===== src/drw_pkg.sv =====
`timescale 1ns / 1ps
// Shared types and fixed-point constants of the diode rectifier waveshaper
package drw_pkg;

  localparam int A_W         = 17;
  localparam int ONE_Q16     = 65536;
  localparam int HALF_Q16    = 32768;
  localparam int Q16_SHIFT   = 16;
  localparam int GAIN_K      = 30;
  localparam int DEN_K       = 21;

  localparam int T_W         = 24;
  localparam int FR_BITS     = 22;
  localparam int GAIN_W      = 21;
  localparam int DEN_W       = 21;
  localparam int SCALE_SHIFT = 20;
  localparam int SMAG_W      = T_W + GAIN_W - SCALE_SHIFT;
  localparam int S_W         = SMAG_W + 1;
  localparam int O2_W        = S_W + 1;
  localparam int N_W         = O2_W - 1;
  localparam int M_W         = N_W + Q16_SHIFT;
  localparam int Q_W         = 20;
  localparam int R_W         = M_W - Q_W;
  localparam int DIV_STEP    = 2;

  localparam int FRAC_BITS   = 19;
  localparam int O3_W        = FRAC_BITS + 2;
  localparam int O3_LIM      = 1 << FRAC_BITS;
  localparam int KNEE_Q19    = 367002;
  localparam int BREAK_Q19   = -6291456;
  localparam int OFFSET_Q19  = 24 << FRAC_BITS;

  typedef struct packed {
    logic [A_W-1:0]    a;
    logic [GAIN_W-1:0] gain;
    logic [DEN_W-1:0]  den;
  } cfg_t;

  typedef struct packed {
    logic [M_W-1:0] m;
    logic           sat;
    logic           neg;
  } dvd_t;

  typedef struct packed {
    logic [Q_W-1:0] q;
    logic           sat;
    logic           neg;
  } quo_t;

endpackage


===== src/drw_divider.sv =====
`timescale 1ns / 1ps
// Pipelined restoring divider for the output attenuation
module drw_divider #(
  parameter int SAMPLE_WIDTH = 24
) (
  input  logic                           clk,
  input  logic                           rst,
  input  logic                           adv,
  input  logic [drw_pkg::DEN_W-1:0]      den,
  input  logic                           in_valid,
  input  logic signed [SAMPLE_WIDTH-1:0] in_x,
  input  drw_pkg::dvd_t                  in_d,
  output logic                           out_valid,
  output logic signed [SAMPLE_WIDTH-1:0] out_x,
  output drw_pkg::quo_t                  out_q
);
  import drw_pkg::*;

  localparam int STAGES = Q_W / DIV_STEP;

  logic                           vld [STAGES];
  logic signed [SAMPLE_WIDTH-1:0] xs  [STAGES];
  logic                           sat [STAGES];
  logic                           neg [STAGES];
  logic [R_W-1:0]                 rem [STAGES];
  logic [Q_W-1:0]                 quo [STAGES];
  logic [Q_W-1:0]                 low [STAGES];

  logic [R_W-1:0] src_rem [STAGES];
  logic [Q_W-1:0] src_quo [STAGES];
  logic [Q_W-1:0] src_low [STAGES];
  logic [R_W-1:0] rem_next [STAGES];
  logic [Q_W-1:0] quo_next [STAGES];
  logic [Q_W-1:0] low_next [STAGES];

  always_comb begin
    src_rem[0] = in_d.m[M_W-1:Q_W];
    src_quo[0] = '0;
    src_low[0] = in_d.m[Q_W-1:0];
    for (int s = 1; s < STAGES; s++) begin
      src_rem[s] = rem[s-1];
      src_quo[s] = quo[s-1];
      src_low[s] = low[s-1];
    end
  end

  always_comb begin : div_steps
    logic [R_W-1:0] r;
    logic [R_W-1:0] tr;
    logic [Q_W-1:0] q;
    logic [Q_W-1:0] l;
    for (int s = 0; s < STAGES; s++) begin
      r = src_rem[s];
      q = src_quo[s];
      l = src_low[s];
      for (int j = 0; j < DIV_STEP; j++) begin
        tr = {r[R_W-2:0], l[Q_W-1]};
        l  = {l[Q_W-2:0], 1'b0};
        if (tr >= R_W'(den)) begin
          r = tr - R_W'(den);
          q = {q[Q_W-2:0], 1'b1};
        end else begin
          r = tr;
          q = {q[Q_W-2:0], 1'b0};
        end
      end
      rem_next[s] = r;
      quo_next[s] = q;
      low_next[s] = l;
    end
  end

  always_ff @(posedge clk) begin
    if (rst) begin
      for (int s = 0; s < STAGES; s++) begin
        vld[s] <= 1'b0;
      end
    end else if (adv) begin
      vld[0] <= in_valid;
      for (int s = 1; s < STAGES; s++) begin
        vld[s] <= vld[s-1];
      end
    end
  end

  always_ff @(posedge clk) begin
    if (adv) begin
      xs[0]  <= in_x;
      sat[0] <= in_d.sat;
      neg[0] <= in_d.neg;
      for (int s = 1; s < STAGES; s++) begin
        xs[s]  <= xs[s-1];
        sat[s] <= sat[s-1];
        neg[s] <= neg[s-1];
      end
      for (int s = 0; s < STAGES; s++) begin
        rem[s] <= rem_next[s];
        quo[s] <= quo_next[s];
        low[s] <= low_next[s];
      end
    end
  end

  assign out_valid = vld[STAGES-1];
  assign out_x     = xs[STAGES-1];
  assign out_q.q   = quo[STAGES-1];
  assign out_q.sat = sat[STAGES-1];
  assign out_q.neg = neg[STAGES-1];

endmodule


===== config.mk =====
export PLATFORM = sky130hd
export DESIGN_NAME = drw_divider
export DESIGN_NICKNAME = d
export VERILOG_FILES = /design/src/drw_pkg.sv /design/src/drw_divider.sv
export SDC_FILE = /design/constraint.sdc
export NUM_CORES = 2
export LEC_CHECK = 0
export BUFFER_PORTS_ARGS = -buffer_cell sky130_fd_sc_hd__clkbuf_2
export CAP_MARGIN = 15
export CORE_ASPECT_RATIO = 2
export CORE_MARGIN = 2
export CORE_UTILIZATION = 50
export DETAILED_ROUTE_END_ITERATION = 10
export PLACE_DENSITY_LB_ADDON = 0.05
export SLEW_MARGIN = 20
export SYNTH_ARGS = -nofsm -noshare
export SYNTH_HDL_FRONTEND = slang
export SYNTH_SLANG_ARGS = --single-unit

===== constraint.sdc =====
create_clock -name clk -period 11.7 [get_ports clk]
set_input_delay 2.925 -clock clk [delete_from_list [all_inputs] [get_ports clk]]
set_output_delay 2.925 -clock clk [all_outputs]
set_load 0.03 [all_outputs]

# Word level (Yosys, flattened, before mapping)
# Memory sizes are Yosys's and may differ from the RTL's.
# Cells that the tools add are included.
classes:
  addsub: 20
  order_cmp: 20
  muxes: 56
  bitwise_logic: 10
ops:
  columns: ["cell", "n"]
  rows:
  - ["greater-or-equal comparator 22 x 21 -> 1 bit", 20]
  - ["two-way mux 22 bit", 10]
  - ["subtractor 22 x 21 -> 22 bit", 10]
  - ["two-way mux 21 bit", 10]
  - ["subtractor 21 bit", 10]
  - ["two-way mux 1 bit", 36]
  - ["OR 1 bit", 10]
totals:
  regBits: 0
  ramBits: 870
  in_bits: 93
  output_inout_bits: 47
  wordCells: 113
  n_memories: 7
memory_table:
  columns: ["name", "words", "word_bits", "rd", "rd_clocked_by_memory_dff", "write_ports", "line", "source"]
  rows:
  - ["xs", 10, 24, 10, 0, 10, "drw_divider.sv:22", "logic signed [SAMPLE_WIDTH-1:0] xs [STAGES];"]
  - ["rem", 10, 22, 9, 0, 10, "drw_divider.sv:25", "logic [R_W-1:0] rem [STAGES];"]
  - ["quo", 10, 20, 10, 0, 10, "drw_divider.sv:26", "logic [Q_W-1:0] quo [STAGES];"]
  - ["low", 10, 18, 9, 0, 10, "drw_divider.sv:27", "logic [Q_W-1:0] low [STAGES];"]
  - ["neg", 10, 1, 10, 0, 10, "drw_divider.sv:24", "logic neg [STAGES];"]
  - ["sat", 10, 1, 10, 0, 10, "drw_divider.sv:23", "logic sat [STAGES];"]
  - ["1 more memories", null, null, null, null, null, null, null]

# Logic depth before layout (Yosys ltp)
# An unclocked memory read counts as a cell.
depth:
  word_depth: 5
  ltp_mapped: 25
  mapped_depth_nobuf: 23

# Worst setup path after synthesis
# OpenSTA, ideal clock, no wires.
synth_path:
  path_type: "input port to flip-flop"
  start: "input den[1] in the netlist's numbering"
  end: "memory rem[8][13] in the netlist's numbering, data pin"
  setup_time_ns: 0.260
  t_arrival_ns: 8.979
  required_ns: 11.440
  slack_ns: 2.461
  cell_stages: 21
  cell_sequence: "inv_1 -> fa_1 -> a21o_1 -> a21oi_1 -> o21ai_0 -> a21oi_1 -> o41ai_1 -> a41o_1 -> buf_1 -> mux2_2 -> ha_1 -> a211oi_1 -> o21ai_0 -> a31o_2 -> a2111o_1 -> a21o_1 -> a21oi_1 -> o31ai_1 -> a221o_1 -> buf_2 -> mux2_2"
synth_rtl:
  columns: ["element", "line", "source"]
  rows:
  - ["start: declaration", "drw_divider.sv:9", "input logic [drw_pkg::DEN_W-1:0] den,"]
  - ["end: declaration", "drw_divider.sv:25", null]

==> impl_results.rst <==
.. list-table::
   :header-rows: 1

   * - Metric
     - Value
   * - Result of the run
     - complete, no violations
   * - Count of endpoints failing hold in the final timing report
     - 0
   * - Final setup fails
     - 0
   * - Routability-driven placement congestion ratio
     - 0.934
   * - Fraction of layout instances using a drive strength above 1
     - 0.142
   * - Primary FF master, synth
     - sky130_fd_sc_hd__edfxtp_1
   * - Antenna violations before repair
     - 2
   * - Count of warnings emitted by yosys
     - 0
   * - Post-Syn Area per Cell
     - 11.2 sq um
   * - Class of the most critical setup path
     - primary input to flop
   * - Antenna-violating nets left
     - 0
   * - Average routed wire per standard cell
     - 23.3 um
   * - Most common cell after layout, fill and taps aside
     - sky130_fd_sc_hd__edfxtp_1
   * - Share of synthesized area occupied by flip-flops and latches
     - 0.456
   * - Period utilization
     - 0.836
   * - Via total after detailed routing
     - between 30000 and 40000
   * - Post-route cell area
     - 47900 sq um
   * - Slowest stage cell on the critical path
     - sky130_fd_sc_hd__inv_1
   * - Buffer depth of the longest clock path
     - 3
   * - Root buffer selected by CTS
     - sky130_fd_sc_hd__clkbuf_16
   * - Layout filler cell count
     - between 7000 and 8000
   * - Number of DRC markers after the initial detailed-route iteration
     - about 1600
   * - HPWL after detailed placement
     - 96800 um
   * - Net count, final
     - 4638
   * - DIE HEIGHT
     - 421 um
   * - Core region area
     - 86000 sq um
   * - Number of slew-limit violations in the final report
     - 0
   * - Clock latency on the worst-skew pair
     - approximately 0.67 ns
   * - Largest net degree at the start of global routing
     - 187
   * - Share of Yosys cell area claimed by the top area cell type
     - 0.456
   * - Detailed-route vias per instance
     - 5.99
   * - Tmin final
     - 9.78 ns
   * - Number of buffer and inverter instances along the worst setup path
     - 3
   * - Startpoint type of the worst setup path
     - primary input
   * - PortBufs
     - 138
   * - Crit-path cells
     - clkbuf_2, inv_1, buf_4, ha_1, o21ai_0, nand2b_1, a31o_2, a41o_1, a311oi_1, o21ai_2, nor2_1, a21oi_1, fa_1, a21oi_1, o21ai_0, a2111oi_0, nor2_1, a21oi_1, a21oi_1, a211o_1, a211o_1, a221o_1
   * - Maximum frequency from static timing analysis
     - around 100 MHz
   * - Overall die area
     - 89300 sq um
   * - Post-layout utilization of the core
     - 0.558
   * - Number of flip-flops and latches in the synthesized netlist
     - 659
   * - Router iterations before antenna repair
     - 5
   * - Vias in the first global route
     - approximately 33000
   * - Post-synth cell types
     - 86
   * - Most frequent cells in the layout
     - sky130_fd_sc_hd__edfxtp_1, sky130_fd_sc_hd__ha_1, sky130_fd_sc_hd__a21oi_1
   * - Classification of the worst-slack hold path
     - flop to flop
   * - Wire length of the first global-routing pass
     - 184000 um
   * - Clock skew after layout
     - 0.0199 ns
   * - Transition time of the tightest slew-check pin
     - 1.20 ns
   * - Placed inst area
     - 45900 sq um
   * - Area Overhead vs Synth
     - 10.4%
   * - Top cell by count, worst path
     - sky130_fd_sc_hd__a21oi_1
   * - Max-cap viol count
     - 0
   * - Number of levels in the clock H-tree
     - 2
   * - CTS Hold Buffers Added
     - 0
   * - Biggest area contributors in the synthesized netlist
     - sky130_fd_sc_hd__edfxtp_1, sky130_fd_sc_hd__ha_1, sky130_fd_sc_hd__mux2_2, sky130_fd_sc_hd__xnor2_1, sky130_fd_sc_hd__a21oi_1
   * - Least setup slack across all paths after layout
     - approximately 1.9 ns
   * - Setup slack at placement
     - approximately 1.3 ns
   * - Overflow left after global routing
     - 0
   * - Number of synthesized flops with an enable pin
     - ~660
   * - Starting utilization of the core area
     - 0.505
   * - Data required, critical path
     - 12.07 ns
   * - Number of buffers inserted during clock tree synthesis
     - 60
   * - Clock-pin slew reported for the worst setup and hold paths after clock tree synthesis
     - 0.06 ns
   * - Slowest cell delay on critical path
     - 0.73 ns
   * - Cell area after technology mapping
     - 43400 sq um
   * - Setup TNS
     - 0 ns
   * - Crit end category
     - flop
   * - Kind of cell with the highest combined delay on the critical path
     - compound AO/OA/AOI/OAI gates
   * - Setup repair after global routing missed its margin
     - no
   * - Drt drc
     - 0
   * - Global router's overall resource usage
     - 0.278
   * - Clock sink count
     - 659
   * - Dominant cell type by area after synthesis
     - sky130_fd_sc_hd__edfxtp_1
   * - Number of placement rows
     - 152
   * - Mapped Cells
     - 3892
   * - Ys async rst share
     - 0
   * - I/O pins
     - 140
   * - Crit Path Max Fanout
     - 22
   * - DRT Wirelength
     - 124000 um
   * - Data arrival time of the critical path
     - slightly above 10 ns
   * - Normalized max-slew margin
     - 0.199
   * - Die W
     - 212 um
   * - Post CTS Setup Buffer Count
     - 0
   * - CTS-repair resized insts
     - 0
   * - TritonCTS clock tree
     - done
   * - Post-synth net total
     - ~4400
## per-layer routing
metal  vias up  track usage  part of all wire
li1      15300            -                 -
met1     15200        0.222              0.30
met2       754        0.542              0.55
met3       485       0.0339             0.030
met4         0        0.295              0.13
met5         -            0                 0
## synthesized netlist by cell type, types with 19 or more instances
master and count:
sky130_fd_sc_hd__fa_1 19, sky130_fd_sc_hd__xnor2_1 211, sky130_fd_sc_hd__o21bai_1 32, sky130_fd_sc_hd__nor2_1 260, sky130_fd_sc_hd__a211oi_1 39, sky130_fd_sc_hd__inv_1 166
sky130_fd_sc_hd__a21o_1 121, sky130_fd_sc_hd__o31ai_1 21, sky130_fd_sc_hd__nand2_1 227, sky130_fd_sc_hd__xor2_1 85, sky130_fd_sc_hd__or3_1 34, sky130_fd_sc_hd__o21a_1 56
sky130_fd_sc_hd__ha_1 420, sky130_fd_sc_hd__a31o_2 20, sky130_fd_sc_hd__or2_2 20, sky130_fd_sc_hd__and2_1 35, sky130_fd_sc_hd__nor3_1 85, sky130_fd_sc_hd__o21ai_0 209
sky130_fd_sc_hd__clkbuf_1 33, sky130_fd_sc_hd__nand4_1 53, sky130_fd_sc_hd__edfxtp_1 659, sky130_fd_sc_hd__o211ai_1 24, sky130_fd_sc_hd__a211o_1 20, sky130_fd_sc_hd__a31oi_1 32
sky130_fd_sc_hd__nand3_1 70, sky130_fd_sc_hd__mux2i_1 19, sky130_fd_sc_hd__mux2_2 219, sky130_fd_sc_hd__nor2b_1 48, sky130_fd_sc_hd__nand2b_1 33, sky130_fd_sc_hd__a21oi_1 306
sky130_fd_sc_hd__and3_1 28
## area by class of cell
cell class | instances | area (sq um) | share of cell area
Antenna cell | 2 | 5.00 | 0.000104
Clock buffer | 67 | 1550 | 0.0323
Clock inverter | 44 | 433 | 0.00903
Inverter | 167 | 627 | 0.0131
Multi-Input combinational cell | 3005 | 22800 | 0.475
Sequential cell | 659 | 19800 | 0.413
Tap cell | 1155 | 1450 | 0.0302
Timing Repair Buffer | 213 | 1330 | 0.0277
## state kept, by name, summed over array words and instances, names as in the netlist
signal	cells
low	90
neg	10
quo	110
rem	189
sat	10
vld	10
xs	240
## final timing paths
path / from / endpoint / slack (ns) / depth (start not counted)
setup reg to reg: low[4][17] / rem[5][10] / 4.20 / 22
hold reg to reg: quo[6][2] / quo[7][4] / 0.41 / 0
setup / recovery: den[6] / rem[5][10] / 1.92 / 22
hold / removal: quo[6][2] / quo[7][4] / 0.41 / 0
## stage by stage
stage | hold WS [ns] | cells
global placement | 0.400 | 5199
floorplan | 0.400 | 3892
finish | 0.413 | 5312
detailed placement | 0.405 | 5199
CTS | 0.414 | 5310
global route | 0.419 | 5310
## cell families (layout without fill, tap and decap cells)
family | Yosys count | in the layout | synth area share
AND/OR/NAND/NOR | 959 | 959 | 0.108
AO/OA/AOI/OAI | 1059 | 1059 | 0.161
buffers and inverters | 228 | 491 | 0.0209
multiplexers | 252 | 252 | 0.0648
flip-flops | 659 | 659 | 0.456
other | 0 | 2 | 0
XOR/XNOR | 296 | 296 | 0.0597
adder cells (fa/ha/maj) | 439 | 439 | 0.130
Power is not shown: default switching activity piles up to over one toggle a cycle in this logic, so the estimate is an artifact.
