$ cat src/drw_pkg.sv
`timescale 1ns / 1ps
// Shared types and fixed-point constants of the diode rectifier waveshaper
package drw_pkg;

  localparam int A_W         = 17;
  localparam int ONE_Q16     = 65536;
  localparam int HALF_Q16    = 32768;
  localparam int Q16_SHIFT   = 16;
  localparam int GAIN_K      = 30;
  localparam int DEN_K       = 21;

  localparam int T_W         = 24;
  localparam int FR_BITS     = 22;
  localparam int GAIN_W      = 21;
  localparam int DEN_W       = 21;
  localparam int SCALE_SHIFT = 20;
  localparam int SMAG_W      = T_W + GAIN_W - SCALE_SHIFT;
  localparam int S_W         = SMAG_W + 1;
  localparam int O2_W        = S_W + 1;
  localparam int N_W         = O2_W - 1;
  localparam int M_W         = N_W + Q16_SHIFT;
  localparam int Q_W         = 20;
  localparam int R_W         = M_W - Q_W;
  localparam int DIV_STEP    = 2;

  localparam int FRAC_BITS   = 19;
  localparam int O3_W        = FRAC_BITS + 2;
  localparam int O3_LIM      = 1 << FRAC_BITS;
  localparam int KNEE_Q19    = 367002;
  localparam int BREAK_Q19   = -6291456;
  localparam int OFFSET_Q19  = 24 << FRAC_BITS;

  typedef struct packed {
    logic [A_W-1:0]    a;
    logic [GAIN_W-1:0] gain;
    logic [DEN_W-1:0]  den;
  } cfg_t;

  typedef struct packed {
    logic [M_W-1:0] m;
    logic           sat;
    logic           neg;
  } dvd_t;

  typedef struct packed {
    logic [Q_W-1:0] q;
    logic           sat;
    logic           neg;
  } quo_t;

endpackage

$ cat src/drw_mixer.sv
`timescale 1ns / 1ps
// Output clamp, dry mix, rounding and saturation stages
module drw_mixer #(
  parameter int SAMPLE_WIDTH = 24
) (
  input  logic                           clk,
  input  logic                           rst,
  input  logic                           adv,
  input  drw_pkg::cfg_t                  cfg,
  input  logic                           in_valid,
  input  logic signed [SAMPLE_WIDTH-1:0] in_x,
  input  drw_pkg::quo_t                  in_q,
  output logic                           out_valid,
  output logic signed [SAMPLE_WIDTH-1:0] sample_out
);
  import drw_pkg::*;

  localparam int     P1_W = A_W + 1 + O3_W;
  localparam int     P2_W = A_W + 1 + SAMPLE_WIDTH;
  localparam int     V_W  = ((P1_W > P2_W) ? P1_W : P2_W) + 1;
  localparam int     Y_W  = V_W - Q16_SHIFT + 1;
  localparam longint OMAX = (longint'(1) <<< (SAMPLE_WIDTH - 1)) - 1;
  localparam longint OMIN = -(longint'(1) <<< (SAMPLE_WIDTH - 1));

  logic                           vld1, vld2, vld3, vld4;
  logic signed [O3_W-1:0]         o31, o32, o33;
  logic signed [SAMPLE_WIDTH-1:0] x1;
  logic signed [P1_W-1:0]         p12;
  logic signed [P2_W-1:0]         p22;
  logic                           mix2, mix3;
  logic signed [V_W-1:0]          sum3;
  logic signed [Y_W-1:0]          y4;

  logic [Q_W-1:0]          o3mag;
  logic signed [O3_W-1:0]  o3p;
  logic [A_W-1:0]          wet;
  logic [V_W-1:0]          vmag;
  logic [V_W-1:0]          rnd;
  logic signed [Y_W-1:0]   yw;
  logic signed [Y_W-1:0]   ymix;

  assign o3mag = (in_q.sat || in_q.q > Q_W'(O3_LIM)) ? Q_W'(O3_LIM) : in_q.q;
  assign o3p   = signed'(O3_W'(o3mag));
  assign wet   = A_W'(HALF_Q16) - cfg.a;

  assign vmag = sum3[V_W-1] ? unsigned'(-sum3) : unsigned'(sum3);
  assign rnd  = vmag + V_W'(HALF_Q16);
  assign yw   = signed'({1'b0, rnd[V_W-1:Q16_SHIFT]});
  assign ymix = sum3[V_W-1] ? -yw : yw;

  always_ff @(posedge clk) begin
    if (rst) begin
      vld1      <= 1'b0;
      vld2      <= 1'b0;
      vld3      <= 1'b0;
      vld4      <= 1'b0;
      out_valid <= 1'b0;
    end else if (adv) begin
      vld1      <= in_valid;
      vld2      <= vld1;
      vld3      <= vld2;
      vld4      <= vld3;
      out_valid <= vld4;
    end
  end

  always_ff @(posedge clk) begin
    if (adv) begin
      o31  <= in_q.neg ? -o3p : o3p;
      x1   <= in_x;
      p12  <= P1_W'(signed'({1'b0, cfg.a})) * P1_W'(o31);
      p22  <= P2_W'(signed'({1'b0, wet})) * P2_W'(x1);
      o32  <= o31;
      mix2 <= (cfg.a < A_W'(HALF_Q16));
      sum3 <= V_W'(p12) + V_W'(p22);
      o33  <= o32;
      mix3 <= mix2;
      y4   <= mix3 ? ymix : Y_W'(o33);
      priority if (y4 > Y_W'(OMAX)) begin
        sample_out <= SAMPLE_WIDTH'(OMAX);
      end else if (y4 < Y_W'(OMIN)) begin
        sample_out <= SAMPLE_WIDTH'(OMIN);
      end else begin
        sample_out <= SAMPLE_WIDTH'(y4);
      end
    end
  end

endmodule

$ cat config.mk
export PLATFORM = sky130hd
export DESIGN_NAME = drw_mixer
export DESIGN_NICKNAME = d
export VERILOG_FILES = /design/src/drw_pkg.sv /design/src/drw_mixer.sv
export SDC_FILE = /design/constraint.sdc
export NUM_CORES = 2
export LEC_CHECK = 0
export ABC_AREA = 1
export BUFFER_PORTS_ARGS = -buffer_cell sky130_fd_sc_hd__buf_4
export CORE_AREA = 2 2 330 332
export DETAILED_ROUTE_END_ITERATION = 8
export DIE_AREA = 0 0 332 334
export PLACE_DENSITY = 0.53
export SLEW_MARGIN = 20
export SYNTH_ARGS = -nofsm -noshare
export SYNTH_HDL_FRONTEND = slang
export SYNTH_SLANG_ARGS = --single-unit
$ cat constraint.sdc
create_clock -name clk -period 9.6 [get_ports clk]
set_input_delay 0.48 -clock clk [delete_from_list [all_inputs] [get_ports clk]]
set_output_delay 0.48 -clock clk [all_outputs]
set_load 0.01 [all_outputs]
# After elaboration in Yosys (flattened, before gate mapping)
# Index checks and enable logic that the tools add are counted.
[totals]
regBits = 270
output_inout_bits = 25
[classes]
n_mux = 6
n_addsub = 6
mul = 2
n_reduce_logical = 1
n_lt_le_gt_ge = 4
[ops]
columns = ["operator", "count"]
rows = [
  ["two-way mux 28 bit", 2],
  ["adder 39 x 42 -> 43 bit", 1],
  ["adder 43 x 16 -> 43 bit, second input constant", 1],
  ["two-way mux 43 bit", 1],
  ["negator 43 bit", 1],
  ["multiplier 18 x 24 -> 42 bit", 1],
  ["two-way mux 20 bit", 2],
  ["multiplier 18 x 21 -> 39 bit", 1],
  ["greater-than comparator 28 x 24 -> 1 bit, second input constant", 1],
  ["< comparator 28 x 24 -> 1 bit, second input constant", 1],
  ["negator 27 -> 28 bit", 1],
  ["two-way mux 24 bit", 1],
  ["negator 20 -> 21 bit", 1],
  ["greater-than comparator 20 bit, second input constant", 1],
  ["< comparator 17 x 16 -> 1 bit, second input constant", 1],
  ["subtractor 16 x 17 -> 17 bit, first input constant", 1],
  ["logical OR 1 bit", 1],
]

# Longest topological paths before layout
[depth]
depth_word = 6
depth_mapped = 39
depth_no_buf = 38

# Worst setup path before layout
# Ideal clock, no wire load.
[synth_path]
path_kind = "in2reg"
from = "input port cfg[42] (netlist bit)"
to = "register p22[37], data pin"
path_stages = 30
n_path_buf = 2
arrival_ns = 6.776
slack_ns = 2.566
required_time_ns = 9.342
cell_sequence = "clkbuf_1 inv_1 ha_1 inv_1 nor3_1 inv_1 nor4_1 nand4_1 o21ai_0 nand2_1 clkinv_1 clkbuf_1 nand2_1 fa_1 inv_1 fa_1 fa_1 fa_1 fa_1 inv_1 fa_1 inv_1 ha_1 a21oi_1 o21ai_0 a211oi_1 o221ai_1 a21oi_1 o21a_1 xnor2_1"
[synth_via]
elab_chain_len = 2
[synth_rtl]
columns = ["element", "line_no", "text"]
rows = [
  ["start: declaration", "drw_mixer.sv:9", "input drw_pkg::cfg_t cfg,"],
  ["subtractor 16 x 17 -> 17 bit", "drw_mixer.sv:44", "assign wet = A_W'(HALF_Q16) - cfg.a;"],
  ["multiplier 18 x 24 -> 42 bit", "drw_mixer.sv:72", "p22 <= P2_W'(signed'({1'b0, wet})) * P2_W'(x1);"],
  ["end signal: assignment", "drw_mixer.sv:72", ""],
  ["end: declaration", "drw_mixer.sv:29", "logic signed [P2_W-1:0] p22;"],
]
# No other way between the ends.
# A chain may end at the register's enable or synchronous reset.

# Worst setup path after layout
[layout_path]
from = "input port cfg[44] (netlist bit)"
to = "register p22[29], data pin"
# Same word-level chain as after synthesis.

==> flow_summary.rst <==
.. list-table::
   :header-rows: 1

   * - Metric
     - Value
   * - Run status
     - complete, no violations
   * - Crit Path Category
     - in2reg
   * - Number of library cell types mapped by synthesis
     - 55
   * - Number of nets in the synthesized netlist
     - 6122
   * - Multiplexer area fraction after synthesis
     - 0
   * - Die height
     - 334 µm
   * - Initial detailed-routing violation count
     - 2057
   * - Post-cts repair resize count
     - 0
   * - Clock H-tree levels
     - 2
   * - Worst R2R End
     - p12[28]
   * - Effective utilization at floorplan
     - 0.395
   * - Worst slew pin tran
     - 1110 ps
   * - Max transition margin
     - 0.261
   * - Worst R2R Start
     - o31[9]
   * - Antenna-violating nets left
     - 0
   * - Utilization of the core after routing
     - 0.425
   * - Biggest area contributors in the synthesized netlist
     - sky130_fd_sc_hd__fa_1, sky130_fd_sc_hd__edfxtp_1, sky130_fd_sc_hd__inv_1, sky130_fd_sc_hd__nand2_1, sky130_fd_sc_hd__ha_1
   * - Standard cell with the maximum stage delay on the critical path
     - sky130_fd_sc_hd__inv_1
   * - Slack of the critical path
     - 1720 ps
   * - Largest net degree at the start of global routing
     - 172
   * - Fillcell total
     - 10900
   * - Cell chosen for the clock root
     - sky130_fd_sc_hd__clkbuf_16
   * - Post-CTS Setup Repair Bufs
     - 0
   * - Fin crit period
     - 7880 ps
   * - Clock-pin transition on the worst setup and hold timing paths
     - 70 ps
   * - XOR/XNOR Fraction of Synth Area
     - 0.0321
   * - Total count of max-transition violations in the final report
     - 0
   * - Startpoint of the worst hold path
     - in_x[9]
   * - Total CTS buffers
     - 35
   * - Via count of the routed design
     - 31300
   * - Post-detailed-route wirelength per cell
     - 17.3 µm
   * - Path category of the worst min-delay check
     - in2reg
   * - Worst skew pair latency
     - 600 ps
   * - Simple logic cell fraction of the synthesized area
     - 0.170
   * - Nature of the critical path endpoint
     - flop
   * - Core region area
     - 108000 µm²
   * - Max cap viols
     - 0
   * - Router iterations before antenna repair
     - 5
   * - Top-area cell type share of the netlist area
     - 0.356
   * - Final hold viol count
     - 0
   * - Top_reg_cell synth
     - sky130_fd_sc_hd__edfxtp_1
   * - Compound-gate portion of the synthesized area
     - 0.0490
   * - Fraction of registers with async set/reset
     - 0
   * - Fin nets
     - 6122
   * - Final Instance Area
     - 45900 µm²
   * - Initial antenna violation count
     - 2
   * - Sequential cell area fraction in the yosys report
     - 0.189
   * - Cell taking the most area after synthesis
     - sky130_fd_sc_hd__fa_1
   * - Global route overflow
     - 0
   * - Synthesized area
     - 42600 µm²
   * - Slowest stage delay, CP
     - 920 ps
   * - Mean number of vias per cell
     - 4.85
   * - I/O pins
     - 134
   * - Min-Delay Path Depth
     - 1
   * - Fmax achieved
     - 127 MHz
   * - Dominant combinational cell family by area after synthesis
     - adder cells
   * - Count of mapped cells out of synthesis
     - 5011
   * - Yosys warns
     - 0
   * - Synthesized-area fraction occupied by adder cells
     - 0.428
   * - End point of the worst hold path
     - x1[9]
   * - Final-layout setup total negative slack
     - 0 ps
   * - Via count of the first global-routing pass
     - 32100
   * - Post-cts hold buffer count
     - 0
   * - GP Congestion
     - 0.884
   * - Count of unresolved DRC violations after routing
     - 0
   * - Site row count
     - 121
   * - Endpoint arrival time on the critical path
     - 8220 ps
   * - Setup repair after global routing missed its margin
     - no
   * - Final worst-path cycle share
     - 0.821
   * - Post-synthesis to final-layout area growth
     - 7.59%
   * - Clock Skews
     - 31.2 ps
   * - WP data required
     - 9930 ps
   * - Average cell area after synthesis
     - 8.50 µm²
   * - Crit path launch type
     - input port
   * - Maximum fanout encountered on the critical timing path
     - 24
   * - Horizontal die dimension
     - 332 µm
   * - Port Buffer Count
     - 91
   * - Placed inst area
     - 44700 µm²
   * - Post-synth EDFFs
     - 265
   * - Worst slack after detailed placement
     - 1180 ps
   * - Area taken by flip-flops and latches
     - 8060 µm²
   * - Finish-stage setup viols
     - 0
   * - CTS sink count
     - 270
   * - Estimated wirelength of the detail-placed design
     - 89.5 mm
   * - Multi-input combinational cell area
     - 28900 µm²
   * - Aggregate routed wire length
     - 112 mm
   * - FF-to-FF setup slack
     - 2610 ps
   * - #FFs+latches synth
     - 270
   * - Number of antenna repair diodes
     - 0
   * - Number of buffers between clock root and the deepest sink
     - 3
   * - Path depth of the worst reg2reg path
     - 19
   * - Clock tree from TritonCTS
     - done
   * - Share of post-route cells with drive strength above 1
     - 0.0611
   * - Die area
     - 111000 µm²
   * - Overall routing resource usage
     - 0.208
   * - First-pass GRT wire length
     - 180 mm
## cell type report
| type | count | share of cell area |
|---|---|---|
| Clock inverter | 22 | 0.00554 |
| Timing Repair Buffer | 126 | 0.0211 |
| Multi-Input combinational cell | 3255 | 0.631 |
| Inverter | 1323 | 0.108 |
| Tap cell | 1414 | 0.0386 |
| Sequential cell | 270 | 0.176 |
| Clock buffer | 41 | 0.0196 |
## worst max-delay path by stage
| stage | from | end | slack (ps) | cells past startpoint |
|---|---|---|---|---|
| finish | cfg[44] | p22[29] | 1720 | 33 |
| global route | cfg[44] | p22[36] | 1050 | 36 |
| CTS | cfg[44] | p22[36] | 1820 | 36 |
| detailed placement | cfg[44] | p22[36] | 1180 | 36 |
| global placement | cfg[44] | p22[36] | 1240 | 36 |
| floorplan | cfg[42] | p22[37] | 2570 | 30 |
## state kept, by name (all words and copies together) (netlist names)
register / count
sum3: 43
p22: 42
p12: 39
y4: 28
sample_out: 24
x1: 24
o31: 21
o32: 21
o33: 21
mix2: 1
mix3: 1
out_valid: 1
vld1: 1
vld2: 1
vld3: 1
vld4: 1
## synth_stat cells, drive strengths merged (3+ instances only)
master / instances
a21boi: 9
a21o: 4
a21oi: 154
a31oi: 21
buf: 13
clkbuf: 150
clkinv: 8
dfxtp: 5
edfxtp: 265
fa: 758
ha: 244
inv: 1315
nand2: 1163
nand3: 120
nand3b: 9
nand4: 30
nor2: 373
nor3: 15
nor4: 11
o2111ai: 5
o211ai: 6
o21a: 9
o21ai: 133
o21bai: 7
o221ai: 11
o31ai: 5
or2: 3
xnor2: 67
xor2: 89
## kinds of logic after synthesis
kind of cell	after synthesis
AO/OA/AOI/OAI	371
XOR/XNOR	156
adder cells (fa/ha/maj)	1002
buffers and inverters	1486
flip-flops	270
AND/OR/NAND/NOR	1726
## worst max-delay path, delay by kind of cell
kind | cells | cell delay (ps)
AO/OA/AOI/OAI | 5 | 1030
XOR/XNOR | 1 | 160
adder cells (fa/ha/maj) | 7 | 3410
buffers and inverters | 8 | 1500
AND/OR/NAND/NOR | 12 | 1560
## metal layers
| metal | up-vias | track usage | part of all wire |
|---|---|---|---|
| li1 | 14800 | - | - |
| met1 | 15600 | 0.289 | 0.45 |
| met2 | 686 | 0.350 | 0.48 |
| met3 | 131 | 0.0232 | 0.046 |
| met4 | 4 | 0.0503 | 0.022 |
| met5 | - | 0 | 0.00027 |
## layout by cell type, fill, tap and decap left out, types with 9 or more instances in the layout
cell type,count
sky130_fd_sc_hd__nand3b_1,9
sky130_fd_sc_hd__nor2_2,33
sky130_fd_sc_hd__edfxtp_1,265
sky130_fd_sc_hd__nor4_1,11
sky130_fd_sc_hd__nor2_4,14
sky130_fd_sc_hd__fa_1,758
sky130_fd_sc_hd__nand4_1,30
sky130_fd_sc_hd__buf_4,124
sky130_fd_sc_hd__clkbuf_16,35
sky130_fd_sc_hd__nand3_1,109
sky130_fd_sc_hd__nor3_1,15
sky130_fd_sc_hd__o21a_1,9
sky130_fd_sc_hd__nand2_2,48
sky130_fd_sc_hd__nand3_2,10
sky130_fd_sc_hd__a31oi_1,21
sky130_fd_sc_hd__o221ai_1,11
sky130_fd_sc_hd__xor2_1,88
sky130_fd_sc_hd__nand2_1,1105
sky130_fd_sc_hd__inv_1,1307
sky130_fd_sc_hd__nand2_4,10
sky130_fd_sc_hd__a21oi_1,152
sky130_fd_sc_hd__o21ai_0,117
sky130_fd_sc_hd__xnor2_1,67
sky130_fd_sc_hd__clkinv_1,15
sky130_fd_sc_hd__ha_1,244
sky130_fd_sc_hd__nor2_1,326
sky130_fd_sc_hd__o21ai_1,14
## metrics by stage
stage,cells,hold WS (ps)
3_5_place_dp,6388,405
3_3_place_gp,6388,402
4_1_cts,6451,4.04
2_1_floorplan,5011,400
5_1_grt,6451,19.2
6_report,6451,48.9
Power is not shown: default switching activity piles up to over one toggle a cycle in this logic, so the estimate is an artifact.
